<file path="src/rtl/incremental_pid_step_top_macros.svh">
// assertion macros shared by the pid step rtl
`ifndef INCREMENTAL_PID_STEP_TOP_MACROS_SVH
`define INCREMENTAL_PID_STEP_TOP_MACROS_SVH

// property checked on every rising clock edge outside reset
`define IPID_ASSERT(label, prop, msg) \
  label: assert property (@(posedge clk_i) disable iff (!rst_ni) (prop)) else $error(msg);

// condition that must never hold outside reset
`define IPID_ASSERT_NEVER(label, cond, msg) \
  label: assert property (@(posedge clk_i) disable iff (!rst_ni) !(cond)) else $error(msg);

`endif

</file>
<file path="src/rtl/ipid_pkg.sv">
// shared widths, register indexes and types for the pid step block
`timescale 1ns / 1ps
package ipid_pkg;

  localparam int PosW   = 24;  // measured / setpoint, q16.8
  localparam int ErrW   = 25;  // error, q17.8
  localparam int D1W    = 26;  // first difference
  localparam int D2W    = 27;  // second difference
  localparam int GainW  = 16;  // q8.8 gains
  localparam int PerW   = 16;  // sample period, 16 fraction bits
  localparam int AccW   = 64;  // product and sum width
  localparam int OutW   = 32;  // drive delta, q24.8
  localparam int QuoW   = 58;  // quotient bits of the derivative divide
  localparam int MulLen = 16;  // multiplier bits, one per cycle
  localparam int CntW   = 6;   // step counter, holds QuoW - 1
  localparam int CfgIdxW = 3;

  localparam logic [CfgIdxW-1:0] RegGainP  = 3'd0;
  localparam logic [CfgIdxW-1:0] RegGainI  = 3'd1;
  localparam logic [CfgIdxW-1:0] RegGainD  = 3'd2;
  localparam logic [CfgIdxW-1:0] RegPeriod = 3'd3;
  localparam logic [CfgIdxW-1:0] RegMode   = 3'd4;

  localparam logic [PerW-1:0] PeriodReset = 16'd66;

  typedef logic signed [AccW-1:0] acc_t;

endpackage

</file>
<file path="src/rtl/incremental_pid_step_top.sv">
// incremental pid step: bit-serial multiplies and divide under one sequencer
// sequence: the four products in turn (proportional, integral gain, integral period,
//   derivative), then in divide mode the derivative divided by the period, then rounding
// a new item is taken only back in idle, after the last result is in the output
//   register; the shift-add multiplier and restoring divider handle one bit per cycle
// reset: asynchronous active low; gains and mode clear, period 66, errors zero
`timescale 1ns / 1ps
`include "incremental_pid_step_top_macros.svh"
module incremental_pid_step_top import ipid_pkg::*; (
  input  logic               clk_i,
  input  logic               rst_ni,
  // input items
  input  logic               s_axis_tvalid_i,
  output logic               s_axis_tready_o,
  input  logic [47:0]        s_axis_tdata_i,   // [23:0] measured, [47:24] setpoint
  // result items
  output logic               m_axis_tvalid_o,
  input  logic               m_axis_tready_i,
  output logic [31:0]        m_axis_tdata_o,   // [31:0] drive_delta
  output logic               m_axis_tuser_o,   // [0] clipped
  // configuration writes
  input  logic               cfg_we_i,
  input  logic [CfgIdxW-1:0] cfg_idx_i,
  input  logic [15:0]        cfg_wdata_i
);

  // sequencer states
  localparam logic [2:0] S_IDLE = 3'd0;  // waiting for an item
  localparam logic [2:0] S_MUL  = 3'd1;  // one multiplier bit per cycle
  localparam logic [2:0] S_POST = 3'd2;  // fold product into sum or next operand, start next multiply or divide
  localparam logic [2:0] S_DIV  = 3'd3;  // one quotient bit per cycle
  localparam logic [2:0] S_DFIN = 3'd4;  // add signed quotient into sum
  localparam logic [2:0] S_DONE = 3'd5;  // round, saturate, hand to output register

  // which product the multiplier is working on
  localparam logic [1:0] PH_P  = 2'd0;  // gain_p * (e - e1)
  localparam logic [1:0] PH_I1 = 2'd1;  // gain_i * e
  localparam logic [1:0] PH_I2 = 2'd2;  // (gain_i * e) * period
  localparam logic [1:0] PH_D  = 2'd3;  // gain_d * (e - 2 e1 + e2)

  // configuration registers
  logic signed [GainW-1:0] gain_p_q, gain_i_q, gain_d_q;
  logic [PerW-1:0]         period_q;
  logic                    mode_q;

  // error history, e1 holds the current error once the item is taken
  logic signed [ErrW-1:0]  err_last_q, err_prev_q;
  logic signed [D2W-1:0]   d2_q;

  // sequencer and datapath registers
  logic [2:0]              state_q, state_d;
  logic [1:0]              ph_q, ph_d;
  logic [CntW-1:0]         cnt_q, cnt_d;
  acc_t                    mcand_q, mcand_d;   // shifts left one bit a cycle
  logic [MulLen-1:0]       mplier_q, mplier_d; // shifts right one bit a cycle
  logic                    msigned_q, msigned_d;
  acc_t                    prod_q, prod_d;
  acc_t                    sum_q, sum_d;
  logic [QuoW-1:0]         quo_q, quo_d;       // dividend shifts out, quotient shifts in
  logic [PerW-1:0]         rem_q, rem_d;
  logic                    neg_q, neg_d;
  logic [OutW-1:0]         out_data_q, out_data_d;
  logic                    out_clip_q, out_clip_d;
  logic                    out_valid_q, out_valid_d;

  // front end: error and differences, formed in the accept cycle
  logic signed [PosW-1:0]  meas, setp;
  logic signed [ErrW-1:0]  err_new;
  logic signed [D1W-1:0]   d1;
  logic signed [D2W-1:0]   d2;
  logic                    in_fire;

  assign meas    = signed'(s_axis_tdata_i[PosW-1:0]);
  assign setp    = signed'(s_axis_tdata_i[2*PosW-1:PosW]);
  assign err_new = ErrW'(setp) - ErrW'(meas);
  assign d1      = D1W'(err_new) - D1W'(err_last_q);
  assign d2      = D2W'(err_new) - (D2W'(err_last_q) <<< 1) + D2W'(err_prev_q);

  assign s_axis_tready_o = (state_q == S_IDLE);
  assign in_fire         = s_axis_tvalid_i && s_axis_tready_o;

  // multiplier step; the top bit of a signed multiplier has negative weight
  acc_t mul_term;
  logic mul_last;
  assign mul_last = (cnt_q == CntW'(MulLen - 1));
  always_comb begin
    if (!mplier_q[0]) begin
      mul_term = '0;
    end else if (msigned_q && mul_last) begin
      mul_term = -mcand_q;
    end else begin
      mul_term = mcand_q;
    end
  end

  // integral rounding: floor((x + 2^15) / 2^16) = floor(x / 2^16) + x[15]
  acc_t i_term;
  assign i_term = prod_q >>> 16;

  // derivative magnitude and divisor (zero period divides by one)
  acc_t            d_mag;
  logic [PerW-1:0] divisor;
  logic [PerW:0]   rem_sh, rem_diff;
  logic            q_bit;
  assign d_mag    = prod_q[AccW-1] ? -prod_q : prod_q;
  assign divisor  = (period_q == '0) ? PerW'(1) : period_q;
  assign rem_sh   = {rem_q, quo_q[QuoW-1]};
  assign rem_diff = rem_sh - {1'b0, divisor};
  assign q_bit    = (rem_sh >= {1'b0, divisor});

  // final rounding and saturation
  acc_t rnd;
  logic sat;
  assign rnd = sum_q + acc_t'(128);
  assign sat = !((&rnd[AccW-1:OutW+7]) || !(|rnd[AccW-1:OutW+7]));

  always_comb begin
    state_d     = state_q;
    ph_d        = ph_q;
    cnt_d       = cnt_q;
    mcand_d     = mcand_q;
    mplier_d    = mplier_q;
    msigned_d   = msigned_q;
    prod_d      = prod_q;
    sum_d       = sum_q;
    quo_d       = quo_q;
    rem_d       = rem_q;
    neg_d       = neg_q;
    out_data_d  = out_data_q;
    out_clip_d  = out_clip_q;
    out_valid_d = out_valid_q && !m_axis_tready_i;

    case (state_q)
      S_IDLE: begin
        if (in_fire) begin
          mcand_d   = acc_t'(d1);
          mplier_d  = gain_p_q;
          msigned_d = 1'b1;
          prod_d    = '0;
          cnt_d     = '0;
          ph_d      = PH_P;
          state_d   = S_MUL;
        end
      end
      S_MUL: begin
        prod_d   = prod_q + mul_term;
        mcand_d  = mcand_q <<< 1;
        mplier_d = mplier_q >> 1;
        cnt_d    = cnt_q + CntW'(1);
        if (mul_last) begin
          state_d = S_POST;
        end
      end
      S_POST: begin
        cnt_d   = '0;
        prod_d  = '0;
        state_d = S_MUL;
        case (ph_q)
          PH_P: begin
            sum_d     = prod_q;
            mcand_d   = acc_t'(err_last_q);
            mplier_d  = gain_i_q;
            msigned_d = 1'b1;
            ph_d      = PH_I1;
          end
          PH_I1: begin
            mcand_d   = prod_q;
            mplier_d  = period_q;
            msigned_d = 1'b0;
            ph_d      = PH_I2;
          end
          PH_I2: begin
            sum_d     = sum_q + i_term + {{(AccW-1){1'b0}}, prod_q[15]};
            mcand_d   = acc_t'(d2_q);
            mplier_d  = gain_d_q;
            msigned_d = 1'b1;
            ph_d      = PH_D;
          end
          PH_D: begin
            if (mode_q) begin
              // (|d_raw| * 2^16) / T, sign put back afterwards
              quo_d   = {d_mag[QuoW-17:0], 16'b0};
              rem_d   = '0;
              neg_d   = prod_q[AccW-1];
              state_d = S_DIV;
            end else begin
              sum_d   = sum_q + prod_q;
              state_d = S_DONE;
            end
          end
          default: state_d = S_IDLE;
        endcase
      end
      S_DIV: begin
        rem_d = q_bit ? rem_diff[PerW-1:0] : rem_sh[PerW-1:0];
        quo_d = {quo_q[QuoW-2:0], q_bit};
        cnt_d = cnt_q + CntW'(1);
        if (cnt_q == CntW'(QuoW - 1)) begin
          state_d = S_DFIN;
        end
      end
      S_DFIN: begin
        if (neg_q) begin
          sum_d = sum_q - acc_t'({{(AccW-QuoW){1'b0}}, quo_q});
        end else begin
          sum_d = sum_q + acc_t'({{(AccW-QuoW){1'b0}}, quo_q});
        end
        state_d = S_DONE;
      end
      S_DONE: begin
        // wait here while the previous result is still not taken
        if (!out_valid_q || m_axis_tready_i) begin
          out_valid_d = 1'b1;
          out_clip_d  = sat;
          if (!sat) begin
            out_data_d = rnd[OutW+7:8];
          end else if (rnd[AccW-1]) begin
            out_data_d = {1'b1, {(OutW-1){1'b0}}};
          end else begin
            out_data_d = {1'b0, {(OutW-1){1'b1}}};
          end
          state_d = S_IDLE;
        end
      end
      default: state_d = S_IDLE;
    endcase
  end

  // control state and configuration
  always_ff @(posedge clk_i or negedge rst_ni) begin
    if (!rst_ni) begin
      state_q     <= S_IDLE;
      ph_q        <= PH_P;
      cnt_q       <= '0;
      out_valid_q <= 1'b0;
      gain_p_q    <= '0;
      gain_i_q    <= '0;
      gain_d_q    <= '0;
      period_q    <= PeriodReset;
      mode_q      <= 1'b0;
      err_last_q  <= '0;
      err_prev_q  <= '0;
    end else begin
      state_q     <= state_d;
      ph_q        <= ph_d;
      cnt_q       <= cnt_d;
      out_valid_q <= out_valid_d;
      if (cfg_we_i) begin
        case (cfg_idx_i)
          RegGainP:  gain_p_q <= signed'(cfg_wdata_i);
          RegGainI:  gain_i_q <= signed'(cfg_wdata_i);
          RegGainD:  gain_d_q <= signed'(cfg_wdata_i);
          RegPeriod: period_q <= cfg_wdata_i;
          RegMode:   mode_q   <= cfg_wdata_i[0];
          default: ;  // unknown index, write dropped
        endcase
      end
      // error history shifts as the item is taken
      if (in_fire) begin
        err_prev_q <= err_last_q;
        err_last_q <= err_new;
      end
    end
  end

  // datapath, no reset needed
  always_ff @(posedge clk_i) begin
    mcand_q    <= mcand_d;
    mplier_q   <= mplier_d;
    msigned_q  <= msigned_d;
    prod_q     <= prod_d;
    sum_q      <= sum_d;
    quo_q      <= quo_d;
    rem_q      <= rem_d;
    neg_q      <= neg_d;
    out_data_q <= out_data_d;
    out_clip_q <= out_clip_d;
    if (in_fire) begin
      d2_q <= d2;
    end
  end

  assign m_axis_tvalid_o = out_valid_q;
  assign m_axis_tdata_o  = out_data_q;
  assign m_axis_tuser_o  = out_clip_q;

  // an accepted item always starts with the proportional product
  `IPID_ASSERT(a_start_p, in_fire |=> (state_q == S_MUL && ph_q == PH_P && cnt_q == '0), "item did not start the proportional multiply")
  // a new result only comes out of the final rounding state
  `IPID_ASSERT(a_result_src, $rose(out_valid_q) |-> $past(state_q) == S_DONE, "result appeared outside the rounding step")
  // a clipped result carries one of the two range limits
  `IPID_ASSERT(a_clip_value, (out_valid_q && out_clip_q) |-> (out_data_q == 32'h7fff_ffff || out_data_q == 32'h8000_0000), "clipped result is not a range limit")
  // the multiply counter never runs past the multiplier width
  `IPID_ASSERT_NEVER(a_mul_cnt, state_q == S_MUL && cnt_q > CntW'(MulLen - 1), "multiply counter overran")

endmodule
</file>
<file path="config.mk">
export PLATFORM = sky130hd
export DESIGN_NAME = incremental_pid_step_top
export DESIGN_NICKNAME = d
export VERILOG_FILES = /design/src/rtl/ipid_pkg.sv /design/src/rtl/incremental_pid_step_top.sv
export VERILOG_INCLUDE_DIRS = /design/src /design/src/rtl
export SDC_FILE = /design/constraint.sdc
export NUM_CORES = 2
export LEC_CHECK = 0
export ABC_CLOCK_PERIOD_IN_PS = 10300
export BUFFER_PORTS_ARGS = -buffer_cell sky130_fd_sc_hd__clkbuf_2
export CAP_MARGIN = 30
export CORE_ASPECT_RATIO = 0.8
export CORE_MARGIN = 2
export CORE_UTILIZATION = 50
export DETAILED_ROUTE_END_ITERATION = 12
export PLACE_DENSITY = 0.72
export SLEW_MARGIN = 15
export SYNTH_ARGS = -nofsm -noshare
export SYNTH_HDL_FRONTEND = slang
export SYNTH_SLANG_ARGS = --single-unit
</file>
<file path="constraint.sdc">
create_clock -name clk_i -period 10.3 [get_ports clk_i]
set_input_delay 1.03 -clock clk_i [delete_from_list [all_inputs] [get_ports clk_i]]
set_output_delay 1.03 -clock clk_i [all_outputs]
set_load 0.01 [all_outputs]
</file>
==> results.cfg <==
[layout]
synthToLayoutAreaGrowth_pct = 8.019
postLayoutCoreUtil_pct = 54.76
n_antenna_cell = 0
final_nets = 5721
final_common_cell = a21oi_1
layout-drive-gt1-share_pct = 7.479
final_cell_mix = 517 x a21oi_1, 504 x nand2_1, 416 x o21ai_0
num-fill-cells = 8218

[yosys]
ys_ff_latch = 471
synth-main-ff-cell = edfxtp_1
synth.distinct_cells = 85
syn-instance-count = 5301
seq_area_frac_synth_pct = 30.29
synth_area_per_cell_um2 = 8.415
synth_edf_count = 344
syn_nets = 5760
syn_area_um2 = 44610
synth_async_sr_flop_share_pct = 26.96
yosysWarnings = 0

[place]
place_congestion = 0.9732
portBuffers = 106
dp_slack_ns = 3.100
dpl.hpwl_mm = 104.5

[power]
seqPwrFrac_pct = 24.6
sw_frac_of_total_pct = 50.36
vdd_drop_max_mv = 0.2073
cellLeakagePower_uw = 0.02011
p_int_uw = 9182
switchingPower_uw = 9316
pwr-share-clk_pct = 11.3
power_density_nw_per_um2 = 383.9
pwr-share-comb_pct = 64.2

[clocking]
clockBufferDepth = 3
holdBufCountCts = 0
clockRootBuffer = clkbuf_16
cts_buffers = 55
clock_latency_ns = 0.67
post_cts_buffers = 0
cts.sinks = 471
clk_pin_slew_worst_paths_ns = 0.07
cts-resized-gates = 0
htreeDepth = 2
cts_tree = built

[setup_path]
arrival_ns = 7.21
cp_common_cell = a221o_1
critPathCaptureType = register
cp_slowest_stage_delay_ns = 0.63
start_kind = register
crit_family = simple AND/OR/NAND/NOR gates
critical_path_buf_inv_count = 0
path_max_fanout = 7
path_class = register to register
critPathSlowestCell = nor4_2
path_cells = or4_1, or4_1, nor4_2, and3_1, and3b_1, and2_1, nor3b_2, a21oi_1, xnor2_1, ha_1, a21o_1, a21o_1, a21oi_1, o21ai_0, a221o_1, a221o_1, a221o_1, a41oi_1, xnor2_1, nor2_1, a31oi_1
required_ns = 10.77

[die]
die_h_um = 271.2
core-area_um2 = 87990
initial_core_util_pct = 50.70
die_w_um = 337.9
ioPinCount = 107
dieArea_um2 = 91640
rows = 97

[timing]
worst_pin_slew_ns = 0.9567
fin_skew_ns = 0.05733
setup_viol = 0
slew_viol_final = 0
finalCriticalPeriod_ns = 6.741
rsz0062_at_grt = false
finalSetupTns_ns = 0
hold_viol = 0
min_period_over_period_pct = 65.44
slew_headroom_pct = 36.22
max_freq_mhz = 148.4
layout_setup_ws_ns = 3.559

[grt]
grt_pass1_vias = 38150
grt_use_total_pct = 29.59
grt_overflow = 0
grt_start_max_net_pins = 86
grt_pass1_wl_mm = 216.4
antenna_found_initial = 1

[route]
viasPerCell = 6.294
drc = 0
postRouteAntennaNets = 0
routed_wl_mm = 138.2
wl_per_cell_um = 21.27
drtPass1Iterations = 8
routed-via-count = 40890
drtIter0Drc = 3736

[outcome]
status = completed

[job]
drv_cap = 0

[hold_path]
min_path_type = primary input to async pin
-- layer usage --
layer	vias up	track usage, %	share of wire [%]
li1	19400	-	-
met1	19570	42.86	45
met2	1600	45.57	44
met3	312	3.893	7.7
met4	0	9.661	3.5
met5	-	0	0
-- area by class of cell --
class                   count  area, um2  area share, %
clock buffers              73       1568          3.254
clock inverters            30      345.3         0.7167
flip-flops and latches    471      13510          28.04
repair buffers            171       1086          2.254
well taps                1188       1486          3.085
multi-input cells        4323      29290          60.78
inverters                 240      900.9          1.870
-- power groups by stage --
stage | combinational [uW] | clock, uW | sequential, uW
2_1_floorplan | 8920 | 0 | 4080
3_3_place_gp | 11400 | 0 | 4520
3_5_place_dp | 11500 | 0 | 4540
4_1_cts | 11600 | 2120 | 4510
5_1_grt | 13100 | 2200 | 4600
6_report | 11900 | 2090 | 4540
-- worst paths after layout --
path | start | end | cells past startpoint | slack [ns]
min in group clk_i | err_prev_q[17] | err_prev_q[17] | 2 | 0.48
min reg2reg | err_prev_q[17] | err_prev_q[17] | 2 | 0.48
max | quo_q[8] | sum_q[63] | 21 | 3.56
min | rst_ni | gain_p_q[4] | 1 | 0.46
max reg2reg | quo_q[8] | sum_q[63] | 21 | 3.56
max in group asynchronous | rst_ni | err_last_q[0] | 2 | 8.44
-- synth_stat cells (37+ instances only) --
| master | n | area (um2) |
|---|---|---|
| nand2b_1 | 45 | 281.5 |
| mux2i_1 | 54 | 540.5 |
| ha_1 | 354 | 4429 |
| clkbuf_1 | 241 | 904.6 |
| nor2_1 | 397 | 1490 |
| o21bai_1 | 45 | 337.8 |
| and3_1 | 58 | 362.9 |
| nor2b_1 | 58 | 362.9 |
| o31ai_1 | 37 | 277.8 |
| a31oi_1 | 72 | 450.4 |
| a21o_1 | 214 | 1607 |
| o21a_1 | 49 | 367.9 |
| nand2_1 | 507 | 1903 |
| nand3_1 | 89 | 445.4 |
| nand4_1 | 94 | 588.1 |
| a22oi_1 | 100 | 750.7 |
| xor2_1 | 200 | 1752 |
| a211oi_1 | 51 | 382.9 |
| mux2_2 | 77 | 867.1 |
| nor3_1 | 100 | 500.5 |
| a21oi_1 | 517 | 2587 |
| inv_1 | 239 | 897.1 |
| dfrtp_1 | 125 | 3128 |
| or3_1 | 49 | 306.5 |
| and2_1 | 85 | 531.8 |
| edfxtp_1 | 344 | 10330 |
| xnor2_1 | 283 | 2479 |
| o21ai_0 | 419 | 2097 |
-- stage by stage --
step	total power, uW	hold WS (ns)	instances	area (um2)
floorplan	13000	0.4498	5301	44610
global placement	15930	0.4621	6384	46140
detailed placement	16090	0.4708	6386	46160
CTS	18270	0.4723	6489	48070
global route	19880	0.5015	6496	48190
finish	18500	0.4607	6496	48190
-- logic make-up (layout without fill, tap and decap cells) --
kind of cell / Yosys count / in the layout / synth area share (%)
AO/OA/AOI/OAI: 1731 / 1731 / 24.28
AND/OR/NAND/NOR: 1591 / 1591 / 17.07
buffers and inverters: 507 / 514 / 4.311
XOR/XNOR: 483 / 483 / 9.483
flip-flops: 471 / 471 / 30.29
adder cells (fa/ha/maj): 387 / 387 / 11.41
multiplexers: 131 / 131 / 3.156
-- flip-flops by register name (all words and copies together) (netlist names), 2 cells and up --
name and flops:
cnt_q 6, d2_q 27, err_last_q 25, err_prev_q 25, gain_d_q 16, gain_i_q 16
gain_p_q 16, m_axis_tdata_o 32, mcand_q 64, mplier_q 16, period_q 16, ph_q 2
prod_q 64, quo_q 58, rem_q 16, state_q 3, sum_q 64
Note: power is estimated with default switching activity, not from simulation.
